--- src/rtl/slt_pkg.sv ---
// Package for the sorted list table: sizes, command and status codes,
// sequencer states and the structs passed between the top level and the sequencer.
// No dependencies.
`timescale 1ns / 1ps

package slt_pkg;

	localparam int CAPACITY = 64;
	localparam int ADDR_W   = $clog2(CAPACITY);
	localparam int CNT_W    = 7;
	localparam int VAL_W    = 32;
	localparam int CMD_W    = 3;
	localparam int STAT_W   = 2;

	// command codes (codes 5 to 7 are no-ops)
	localparam logic [CMD_W-1:0] CMD_INSERT  = 3'd0;
	localparam logic [CMD_W-1:0] CMD_REMOVE  = 3'd1;
	localparam logic [CMD_W-1:0] CMD_PRESENT = 3'd2;
	localparam logic [CMD_W-1:0] CMD_KTH     = 3'd3;
	localparam logic [CMD_W-1:0] CMD_CLEAR   = 3'd4;

	typedef enum logic [STAT_W-1:0] {
		ST_OK        = 2'd0,
		ST_FULL      = 2'd1,
		ST_NOT_FOUND = 2'd2,
		ST_BAD_INDEX = 2'd3
	} status_t;

	typedef enum logic [2:0] {
		S_IDLE,
		S_INS_RUN,
		S_INS_LAST,
		S_REM_RUN,
		S_PRE_RUN,
		S_KTH_WAIT,
		S_DONE
	} state_t;

	typedef struct packed {
		logic [CMD_W-1:0]        command;
		logic signed [VAL_W-1:0] value;
		logic [CNT_W-1:0]        position;
	} req_t;

	typedef struct packed {
		status_t                 status;
		logic                    found;
		logic signed [VAL_W-1:0] entry_value;
		logic [CNT_W-1:0]        entry_count;
	} rsp_t;

	typedef struct packed {
		logic                    en;
		logic [ADDR_W-1:0]       addr;
		logic signed [VAL_W-1:0] data;
	} ram_wr_t;

	typedef struct packed {
		logic              en;
		logic [ADDR_W-1:0] addr;
	} ram_rd_t;

endpackage

--- src/rtl/sorted_list_table.sv ---
// Top level of the sorted list table: stream ports, output register,
// sequencer and entry RAM. Depends on slt_pkg, slt_seq and slt_ram.
//
//  port group   dir  fields (lowest bit up)
//  s_*          in   tuser: command[2:0]; tdata: value[31:0], position[38:32]
//  m_*          out  tdata: status[1:0], found[2], entry_value[34:3], entry_count[41:35]
//
// One command at a time. Insert, remove and present walk the entries one at a time,
// kth reads a single entry, and clear and the rest read none; each result is then
// handed to the output register: the walk is set by the single read port of the entry RAM.
// The next command is taken while a result waits in the output register.
// Reset empties the list at once (fill count cleared); entries are not cleared.
`timescale 1ns / 1ps

module sorted_list_table (
	input  logic        clk,
	input  logic        arst_n,
	input  logic        s_tvalid,
	output logic        s_tready,
	input  logic [39:0] s_tdata,   // value[31:0], position[38:32], zero pad
	input  logic [2:0]  s_tuser,   // command[2:0]
	output logic        m_tvalid,
	input  logic        m_tready,
	output logic [47:0] m_tdata    // status, found, entry_value, entry_count, zero pad
);

	import slt_pkg::*;

	localparam int OUT_W = STAT_W + 1 + VAL_W + CNT_W;

	req_t    req;
	rsp_t    rsp;
	rsp_t    out_q;
	logic    m_tvalid_q;
	logic    idle;
	logic    rsp_valid;
	logic    rsp_take;
	ram_wr_t ram_wr;
	ram_rd_t ram_rd;
	logic [VAL_W-1:0] ram_rd_data;

	// unpack the input beat
	assign req.command  = s_tuser;
	assign req.value    = $signed(s_tdata[VAL_W-1:0]);
	assign req.position = s_tdata[VAL_W+CNT_W-1:VAL_W];

	assign s_tready = idle;
	assign rsp_take = !m_tvalid_q || m_tready;

	slt_seq u_seq (
		.clk         (clk),
		.arst_n      (arst_n),
		.start       (s_tvalid && idle),
		.req         (req),
		.idle        (idle),
		.rsp_valid   (rsp_valid),
		.rsp         (rsp),
		.rsp_take    (rsp_take),
		.ram_wr      (ram_wr),
		.ram_rd      (ram_rd),
		.ram_rd_data (ram_rd_data)
	);

	slt_ram #(
		.DEPTH  (CAPACITY),
		.WIDTH  (VAL_W),
		.ADDR_W (ADDR_W)
	) u_ram (
		.clk     (clk),
		.wr_en   (ram_wr.en),
		.wr_addr (ram_wr.addr),
		.wr_data (ram_wr.data),
		.rd_en   (ram_rd.en),
		.rd_addr (ram_rd.addr),
		.rd_data (ram_rd_data)
	);

	// output valid: load on a finished result, drop when the beat is taken
	always_ff @(posedge clk or negedge arst_n) begin
		if (!arst_n) begin
			m_tvalid_q <= 1'b0;
		end else if (rsp_take) begin
			m_tvalid_q <= rsp_valid;
		end
	end

	// output payload
	always_ff @(posedge clk) begin
		if (rsp_take && rsp_valid) begin
			out_q <= rsp;
		end
	end

	assign m_tvalid = m_tvalid_q;
	assign m_tdata  = {{(48 - OUT_W){1'b0}}, out_q.entry_count, out_q.entry_value,
		out_q.found, out_q.status};

endmodule

--- src/rtl/slt_ram.sv ---
// Simple dual-port synchronous RAM: one write port, one read port,
// read data registered. No dependencies.
`timescale 1ns / 1ps

module slt_ram #(
	parameter int DEPTH  = 64,
	parameter int WIDTH  = 32,
	parameter int ADDR_W = $clog2(DEPTH)
) (
	input  logic              clk,
	input  logic              wr_en,
	input  logic [ADDR_W-1:0] wr_addr,
	input  logic [WIDTH-1:0]  wr_data,
	input  logic              rd_en,
	input  logic [ADDR_W-1:0] rd_addr,
	output logic [WIDTH-1:0]  rd_data
);

	logic [WIDTH-1:0] mem [DEPTH];

	// write port
	always_ff @(posedge clk) begin
		if (wr_en) begin
			mem[wr_addr] <= wr_data;
		end
	end

	// registered read port
	always_ff @(posedge clk) begin
		if (rd_en) begin
			rd_data <= mem[rd_addr];
		end
	end

endmodule

--- src/rtl/slt_seq.sv ---
// Command sequencer for the sorted list table: walks the entry RAM one entry per cycle
// to insert, remove and search, reads a single entry to index; holds the fill count.
// Depends on slt_pkg.
`timescale 1ns / 1ps

module slt_seq (
	input  logic            clk,
	input  logic            arst_n,
	input  logic            start,
	input  slt_pkg::req_t   req,
	output logic            idle,
	output logic            rsp_valid,
	output slt_pkg::rsp_t   rsp,
	input  logic            rsp_take,
	output slt_pkg::ram_wr_t ram_wr,
	output slt_pkg::ram_rd_t ram_rd,
	input  logic [slt_pkg::VAL_W-1:0] ram_rd_data
);

	import slt_pkg::*;

	localparam logic [CNT_W-1:0]  CNT_ONE  = CNT_W'(1);
	localparam logic [CNT_W-1:0]  CNT_CAP  = CNT_W'(CAPACITY);
	localparam logic [ADDR_W-1:0] ADDR_ONE = ADDR_W'(1);

	state_t            state_q, state_d;
	logic [CNT_W-1:0]  fill_q, fill_d;
	logic [ADDR_W-1:0] ptr_q, ptr_d;
	logic              found_q, found_d;
	req_t              req_q, req_d;
	rsp_t              res_q, res_d;

	logic signed [VAL_W-1:0] rdata;
	logic [ADDR_W-1:0]       last_addr;
	logic                    at_last;
	logic                    hit;
	logic [CNT_W-1:0]        fill_inc;
	logic [CNT_W-1:0]        fill_dec;

	assign rdata     = $signed(ram_rd_data);
	assign last_addr = ADDR_W'(fill_q - CNT_ONE);
	assign at_last   = (ptr_q == last_addr);
	assign hit       = found_q || (rdata == req_q.value);
	assign fill_inc  = fill_q + CNT_ONE;
	assign fill_dec  = fill_q - CNT_ONE;

	// state and control registers
	always_ff @(posedge clk or negedge arst_n) begin
		if (!arst_n) begin
			state_q <= S_IDLE;
			fill_q  <= '0;
			found_q <= 1'b0;
		end else begin
			state_q <= state_d;
			fill_q  <= fill_d;
			found_q <= found_d;
		end
	end

	// payload registers
	always_ff @(posedge clk) begin
		ptr_q <= ptr_d;
		req_q <= req_d;
		res_q <= res_d;
	end

	// next state, RAM accesses and result
	always_comb begin
		state_d = state_q;
		fill_d  = fill_q;
		ptr_d   = ptr_q;
		found_d = found_q;
		req_d   = req_q;
		res_d   = res_q;
		ram_wr  = '0;
		ram_rd  = '0;
		case (state_q)
			S_IDLE: begin
				if (start) begin
					req_d             = req;
					found_d           = 1'b0;
					res_d.status      = ST_OK;
					res_d.found       = 1'b0;
					res_d.entry_value = '0;
					res_d.entry_count = fill_q;
					state_d           = S_DONE;
					case (req.command)
						CMD_INSERT: begin
							if (fill_q == CNT_CAP) begin
								res_d.status = ST_FULL;
							end else if (fill_q == '0) begin
								ram_wr.en         = 1'b1;
								ram_wr.addr       = '0;
								ram_wr.data       = req.value;
								fill_d            = CNT_ONE;
								res_d.entry_count = CNT_ONE;
							end else begin
								// walk down from the top entry
								ram_rd.en   = 1'b1;
								ram_rd.addr = last_addr;
								ptr_d       = last_addr;
								state_d     = S_INS_RUN;
							end
						end
						CMD_REMOVE: begin
							if (fill_q == '0) begin
								res_d.status = ST_NOT_FOUND;
							end else begin
								ram_rd.en = 1'b1;
								ptr_d     = '0;
								state_d   = S_REM_RUN;
							end
						end
						CMD_PRESENT: begin
							if (fill_q != '0) begin
								ram_rd.en = 1'b1;
								ptr_d     = '0;
								state_d   = S_PRE_RUN;
							end
						end
						CMD_KTH: begin
							if (req.position == '0 || req.position > fill_q) begin
								res_d.status = ST_BAD_INDEX;
							end else begin
								ram_rd.en   = 1'b1;
								ram_rd.addr = ADDR_W'(req.position - CNT_ONE);
								state_d     = S_KTH_WAIT;
							end
						end
						CMD_CLEAR: begin
							fill_d            = '0;
							res_d.entry_count = '0;
						end
						default: begin
						end
					endcase
				end
			end
			S_INS_RUN: begin
				// shift larger or equal entries up by one; drop the value above the first smaller one
				ram_wr.en   = 1'b1;
				ram_wr.addr = ptr_q + ADDR_ONE;
				if (rdata < req_q.value) begin
					ram_wr.data       = req_q.value;
					fill_d            = fill_inc;
					res_d.entry_count = fill_inc;
					state_d           = S_DONE;
				end else begin
					ram_wr.data = rdata;
					if (ptr_q == '0) begin
						state_d = S_INS_LAST;
					end else begin
						ram_rd.en   = 1'b1;
						ram_rd.addr = ptr_q - ADDR_ONE;
						ptr_d       = ptr_q - ADDR_ONE;
					end
				end
			end
			S_INS_LAST: begin
				// value is the new smallest entry
				ram_wr.en         = 1'b1;
				ram_wr.addr       = '0;
				ram_wr.data       = req_q.value;
				fill_d            = fill_inc;
				res_d.entry_count = fill_inc;
				state_d           = S_DONE;
			end
			S_REM_RUN: begin
				// after the first match, move each entry down by one
				found_d = hit;
				if (found_q) begin
					ram_wr.en   = 1'b1;
					ram_wr.addr = ptr_q - ADDR_ONE;
					ram_wr.data = rdata;
				end
				if (at_last) begin
					if (hit) begin
						fill_d            = fill_dec;
						res_d.entry_count = fill_dec;
					end else begin
						res_d.status = ST_NOT_FOUND;
					end
					state_d = S_DONE;
				end else begin
					ram_rd.en   = 1'b1;
					ram_rd.addr = ptr_q + ADDR_ONE;
					ptr_d       = ptr_q + ADDR_ONE;
				end
			end
			S_PRE_RUN: begin
				// stop at the first match or the top entry
				if (rdata == req_q.value) begin
					res_d.found = 1'b1;
					state_d     = S_DONE;
				end else if (at_last) begin
					state_d = S_DONE;
				end else begin
					ram_rd.en   = 1'b1;
					ram_rd.addr = ptr_q + ADDR_ONE;
					ptr_d       = ptr_q + ADDR_ONE;
				end
			end
			S_KTH_WAIT: begin
				res_d.entry_value = rdata;
				state_d           = S_DONE;
			end
			S_DONE: begin
				if (rsp_take) begin
					state_d = S_IDLE;
				end
			end
			default: begin
				state_d = S_IDLE;
			end
		endcase
	end

	assign idle      = (state_q == S_IDLE);
	assign rsp_valid = (state_q == S_DONE);
	assign rsp       = res_q;

endmodule
--- config.mk ---
export PLATFORM = sky130hd
export DESIGN_NAME = sorted_list_table
export DESIGN_NICKNAME = d
export VERILOG_FILES = /design/src/rtl/slt_pkg.sv /design/src/rtl/sorted_list_table.sv /design/src/rtl/slt_ram.sv /design/src/rtl/slt_seq.sv
export SDC_FILE = /design/constraint.sdc
export NUM_CORES = 2
export LEC_CHECK = 0
export ABC_AREA = 1
export CELL_PAD_IN_SITES_DETAIL_PLACEMENT = 1
export CELL_PAD_IN_SITES_GLOBAL_PLACEMENT = 1
export CORE_MARGIN = 1.5
export CORE_UTILIZATION = 45
export CTS_BUF_LIST = sky130_fd_sc_hd__clkbuf_4 sky130_fd_sc_hd__clkbuf_8
export DETAILED_ROUTE_END_ITERATION = 8
export DONT_BUFFER_PORTS = 1
export PLACE_DENSITY = 0.7
export REMOVE_ABC_BUFFERS = 1
export SLEW_MARGIN = 40
export SYNTH_ARGS = -nofsm -noshare
export SYNTH_HDL_FRONTEND = slang
export SYNTH_HIERARCHICAL = 1
export SYNTH_SLANG_ARGS = --single-unit
--- constraint.sdc ---
create_clock -name clk -period 10 [get_ports clk]
set_input_delay 3 -clock clk [delete_from_list [all_inputs] [get_ports clk]]
set_output_delay 3 -clock clk [all_outputs]
set_load 0.02 [all_outputs]
## After elaboration in Yosys (flattened, before gate mapping)

Memories as Yosys holds them, arrays and structs flattened. A register that Yosys moved wholly into a read port is not among the register bits.
Cells that the tools add are included.

| cells by class | value |
|---|---|
| div/mod/pow operators | 0 |
| magnitude comparators | 2 |
| $add $sub $neg | 5 |
| multiplexer cells | 68 |
| equal/unequal tests | 29 |
| shifts and indexed selects | 0 |
| $mul | 0 |
| reduce and logical (&&, ||, !) cells | 26 |
| bitwise operators | 0 |

Operator list:

| operator | number |
|---|---|
| 39-bit 2-to-1 mux | 5 |
| 39-bit one-hot mux with 4 select lines | 1 |
| 7-bit 2-to-1 mux | 14 |
| 7-bit one-hot mux with 4 select lines | 3 |
| 32-bit one-hot mux with 2 select lines | 1 |
| 6-bit 2-to-1 mux | 9 |
| 42-bit 2-to-1 mux | 1 |
| 32-bit equality test | 1 |
| 32-bit less-than comparator | 1 |
| 32-bit 2-to-1 mux | 1 |
| 3-bit 2-to-1 mux | 9 |
| 6-bit one-hot mux with 4 select lines | 1 |
| 3-bit one-hot mux with 6 select lines | 1 |
| 6-bit one-hot mux with 3 select lines | 1 |
| 7-bit zero test | 2 |
| 7-bit one-hot mux with 2 select lines | 1 |
| 3-bit by 2-bit equality test with 1-bit output, second input constant | 4 |
| 3-bit equality test, second input constant | 4 |
| 2-bit 2-to-1 mux | 6 |
| 2-bit by 1-bit != test with 1-bit output, second input constant | 6 |
| 3-bit one-hot mux with 4 select lines | 1 |
| 6-bit one-hot mux with 2 select lines | 1 |
| 6-bit by 1-bit subtractor with 6-bit output, second input constant | 2 |
| 10-bit AND reduction | 1 |
| 30 further kinds | 53 |

| word-level totals | value |
|---|---|
| input port bits | 47 |
| memories | 1 |
| RAM bits | 2048 |
| memory bits (read-only) | 0 |
| bits in latches | 0 |
| register bits after elaboration | 134 |
| word-level logic and storage cells | 145 |

Memories:

| name | words | bits a word | read ports | clocked after Yosys merged registers in | write ports | RTL line | source |
|---|---|---|---|---|---|---|---|
| u_ram.mem | 64 | 32 | 1 | 1 | 1 | slt_ram.sv:19 | `logic [WIDTH-1:0] mem [DEPTH];` |

## Depth between registers and ports, before layout

| depth | value |
|---|---|
| word-level depth | 8 |
| gate-level depth with buffers | 31 |
| gate-level depth less buffers | 27 |

## Hierarchy

Netlist, hierarchy kept.

By module, submodules not included:

| module | area an instance (um2) | cells an instance | sequential area each (um2) | instances |
|---|---|---|---|---|
| slt_ram | 83106.0 | 6785 | 62459.9 | 1 |
| slt_seq | 6578.8 | 816 | 2677.6 | 1 |
| sorted_list_table | 1362.6 | 57 | 1286.2 | 1 |

## Least setup slack after synthesis

No wires, ideal clock.

| timing path | value |
|---|---|
| kind | in2reg |
| start point | in s_tvalid |
| end point | mem u_ram.mem[48][0] (enable) |
| required time | 9539 ps |
| setup slack | 2547 ps |
| buffers on the path | 1 |
| stages on the path | 9 |
| arrival time | 6992 ps |
| cell sequence | nand2_1 -> inv_1 -> nand2_1 -> inv_1 -> nand3_1 -> nand4_1 -> clkbuf_1 -> inv_1 -> nor3_1 |

RTL lines:

| item | RTL line | source |
|---|---|---|
| start, declared | sorted_list_table.sv:18 | `input logic s_tvalid,` |
| end, declared | slt_ram.sv:19 |  |

==> impl_metrics.yaml <==
worst_hold_path:
  min_path_type: "flop to flop"
synthesis:
  ys_seq_elements: 2214
  synthCells: 7658
  synthMuxAreaShare: 0
  synth_cell_types: 43
  synth-main-ff-cell: "edfxtp_1"
  synth_fa_ha_area_frac: 0.00632
  synthXorXnorAreaFrac: 0.00135
  synth_edf_count: 2202
  ys_seq_area_frac: 0.730
  synthArstFlopShare: 0.00542
  syn_area_per_cell_um2: 11.9
  synth_compound_area_frac: 0.00864
  synth_warnings: 6
  synth_top_family_by_area: "simple AND/OR/NAND/NOR gates"
  syn_area_um2: 91000
  synth_simple_gate_area_frac: 0.221
sta:
  fin_skew_ps: 67.0
  fin_crit_sh: 0.686
  tightest_slew_ps: 915
  fmax_mhz: 146
  slew_violations: 0
  rsz0062_at_grt: "no"
  final-setup-viol-count: 0
  timing.slew.headroom: 0.390
  fin_crit_ps: 6860
  finalSetupTns_ps: 0
  setup_ws_ps: 3140
  hold_viol: 0
clock_tree:
  holdBufCountCts: 0
  htreeDepth: 5
  clk_path_buf_depth: 4
  cts_buffers: 373
  cts_sinks: 2214
  post_cts_buffers: 0
  clk_latency_ps: 1100
  clk_pin_slew_ps: 60
  cts_tree: "done"
  clockRootBuffer: "clkbuf_8"
  cts.repair.resized: 0
setup_path:
  critPathRequiredTime_ps: 10820
  crit_chain: "ha_1 -> nand2_2 -> nor2_2 -> nand4_2 -> nor3b_4 -> nand2_2 -> nand3_2 -> nand3_4 -> inv_4 -> nand3_1 -> nand3_4 -> clkinv_8 -> buf_16 -> buf_4 -> nand3_1 -> nand3_1 -> nand3_1 -> nand2_1 -> nand2_1 -> nand2_1"
  path_buf_inv: 4
  cp-start-kind: "flop"
  cpMaxStageDelayCell: "inv_4"
  worstPathArrival_ps: 7670
  path_class: "flop to flop"
  cp-end-kind: "flop"
  critPathMaxFanout: 59
  cp_top_family: "simple AND/OR/NAND/NOR gates"
  cp_slowest_stage_delay_ps: 610
  worst_path_most_repeated_cell: "nand3_1"
route:
  routed_wl_um: 295000
  first_iter_violations: 6756
  vias: 63300
  drc: 0
  post_drt_wl_per_cell_um: 27.5
  ant_nets: 0
  drt-pass1-iter-count: 6
  vias_per_cell: 5.90
final_layout:
  syn_to_final_growth_pct: 12.0
  mostFrequentLayoutCells: "nand2_1, edfxtp_1, nand3_1, clkbuf_8, buf_4"
  drive_above_1_share: 0.113
  nets: 7873
  final_util: 0.509
  final_common_cell: "nand2_1"
  stdcell_count: 10700
floorplan:
  ioPinCount: 97
  dieArea_um2: 205000
  start_util: 0.454
  dieHeight_um: 453
  coreArea_um2: 200000
  die_w_um: 453
  rows: 164
pwr:
  p_total_mw: 33.5
  peakVddDrop_v: 0.000279
  powerDensity_nw_per_um2: 329
  p_leak_nw: 36.7
global_routing:
  gr-total-overflow: 0
  use_met2: 0.449
  grt_first_pass_wirelength_um: 429000
  grt_use_total: 0.286
  antenna_found_initial: 21
  grt_max_degree: 190
  grt_use_met1: 0.387
  grt_pass1_vias: 64700
  grt_busiest_layer: "met2"
  use_met3: 0.0448
placed_design:
  dp_hpwl_um: 167000
  dpl_worst_slack_ps: 2510
  routabilityCongestion: 0.851
  numPortBuffers: 0
  numPlacedInstances: 10100
run_status:
  status: "completed"
run:
  max_cap_violations: 0
[sequential cells by signal, indices dropped and copies added (netlist names)]
| signal | flops |
|---|---|
| u_ram/mem | 2048 |
| m_tdata | 42 |
| u_seq/rsp | 42 |
| u_ram/rd_data | 32 |
| u_seq/req_q | 32 |
| u_seq/fill_q | 7 |
| u_seq/ptr_q | 6 |
| u_seq/state_q | 3 |
| m_tvalid | 1 |
| u_seq/found_q | 1 |
[final timing paths]
| check | start | to | slack (ps) | depth (start not counted) |
|---|---|---|---|---|
| setup / recovery | u_ram/rd_data[31] | u_ram/rd_data[5] | 3140 | 20 |
| hold / removal | u_seq/rsp[15] | m_tdata[11] | 420 | 0 |
| setup reg to reg | u_ram/rd_data[31] | u_ram/rd_data[5] | 3140 | 20 |
| hold reg to reg | u_seq/rsp[15] | m_tdata[11] | 420 | 0 |
| max in group asynchronous | arst_n | m_tvalid | 8320 | 0 |
| min in group asynchronous | arst_n | u_seq/fill_q[6] | 1590 | 0 |
[worst reg2reg max path: stages, from the launching register on]
cell,delay (ps)
edfxtp_1,450
ha_1,430
nand2_2,110
nor2_2,340
nand4_2,330
nor3b_4,370
nand2_2,130
nand3_2,110
nand3_4,470
inv_4,640
nand3_1,260
nand3_4,560
clkinv_8,550
buf_16,420
buf_4,460
nand3_1,150
nand3_1,110
nand3_1,310
nand2_1,110
nand2_1,210
nand2_1,100
[power by group]
part           total, mW  internal (mW)  switching [mW]
Combinational       13.7           3.30            10.4
Clock               7.68           4.04            3.64
Sequential          12.1           11.9           0.276
Total               33.5           19.2            14.3
[per-stage QoR]
stage / area, um^2 / hold slack (ps)
2_1_floorplan: 88700 / 400
3_3_place_gp: 94200 / 410
3_5_place_dp: 94900 / 406
4_1_cts: 102000 / 425
5_1_grt: 102000 / 435
6_report: 102000 / 421
[synth_stat cells, types with 2 or more instances]
master	instances	area, um^2
nor2_4	2	22.5
dfrtp_1	12	300
clkbuf_1	91	342
xnor2_1	3	26.3
inv_1	151	567
edfxtp_1	2202	66100
nand3b_1	21	158
nor3_1	18	90.1
inv_2	6	22.5
nor2_1	144	541
nand3_1	1945	9730
nand3_2	2	20.0
nand4_1	10	62.6
xor2_1	11	96.3
ha_1	46	576
o31ai_1	3	22.5
nand2_1	2460	9230
buf_2	253	1270
a21oi_1	28	140
a221oi_1	10	87.6
o221ai_1	11	96.3
buf_4	49	368
o21ai_0	37	185
o21a_1	4	30.0
buf_1	57	214
inv_4	3	18.8
nor2_2	5	31.3
o22ai_1	10	62.6
o211ai_2	10	125
buf_6	20	225
nand2_2	21	131
nand2_4	2	22.5
[layout make-up]
type                       instances  area (um^2)
fill                           20500        98500
multi-input combinational       4819        22300
sequential                      2214        66400
inverter                         160          649
tap                             2656         3320
clock inverter                   145          716
timing repair buffer             212         2400
antenna                           15         37.5
clock buffer                     503         6140
[layer usage]
metal | vias to the layer above | part of all wire
met2 | 2808 | 0.47
met1 | 32400 | 0.41
met4 | 0 | 0.049
met5 | - | 0
li1 | 27400 | -
met3 | 642 | 0.081
[cell families (layout without fill, tap and decap cells)]
| kind of cell | after synthesis | in the layout |
|---|---|---|
| xor+xnor | 14 | 14 |
| buf+inv | 630 | 1020 |
| simple gates | 4635 | 4635 |
| other cells | 1 | 21 |
| compound gates | 118 | 118 |
| fa+ha+maj | 46 | 46 |
| flops | 2214 | 2214 |
Note: power is estimated with default switching activity, not from simulation.
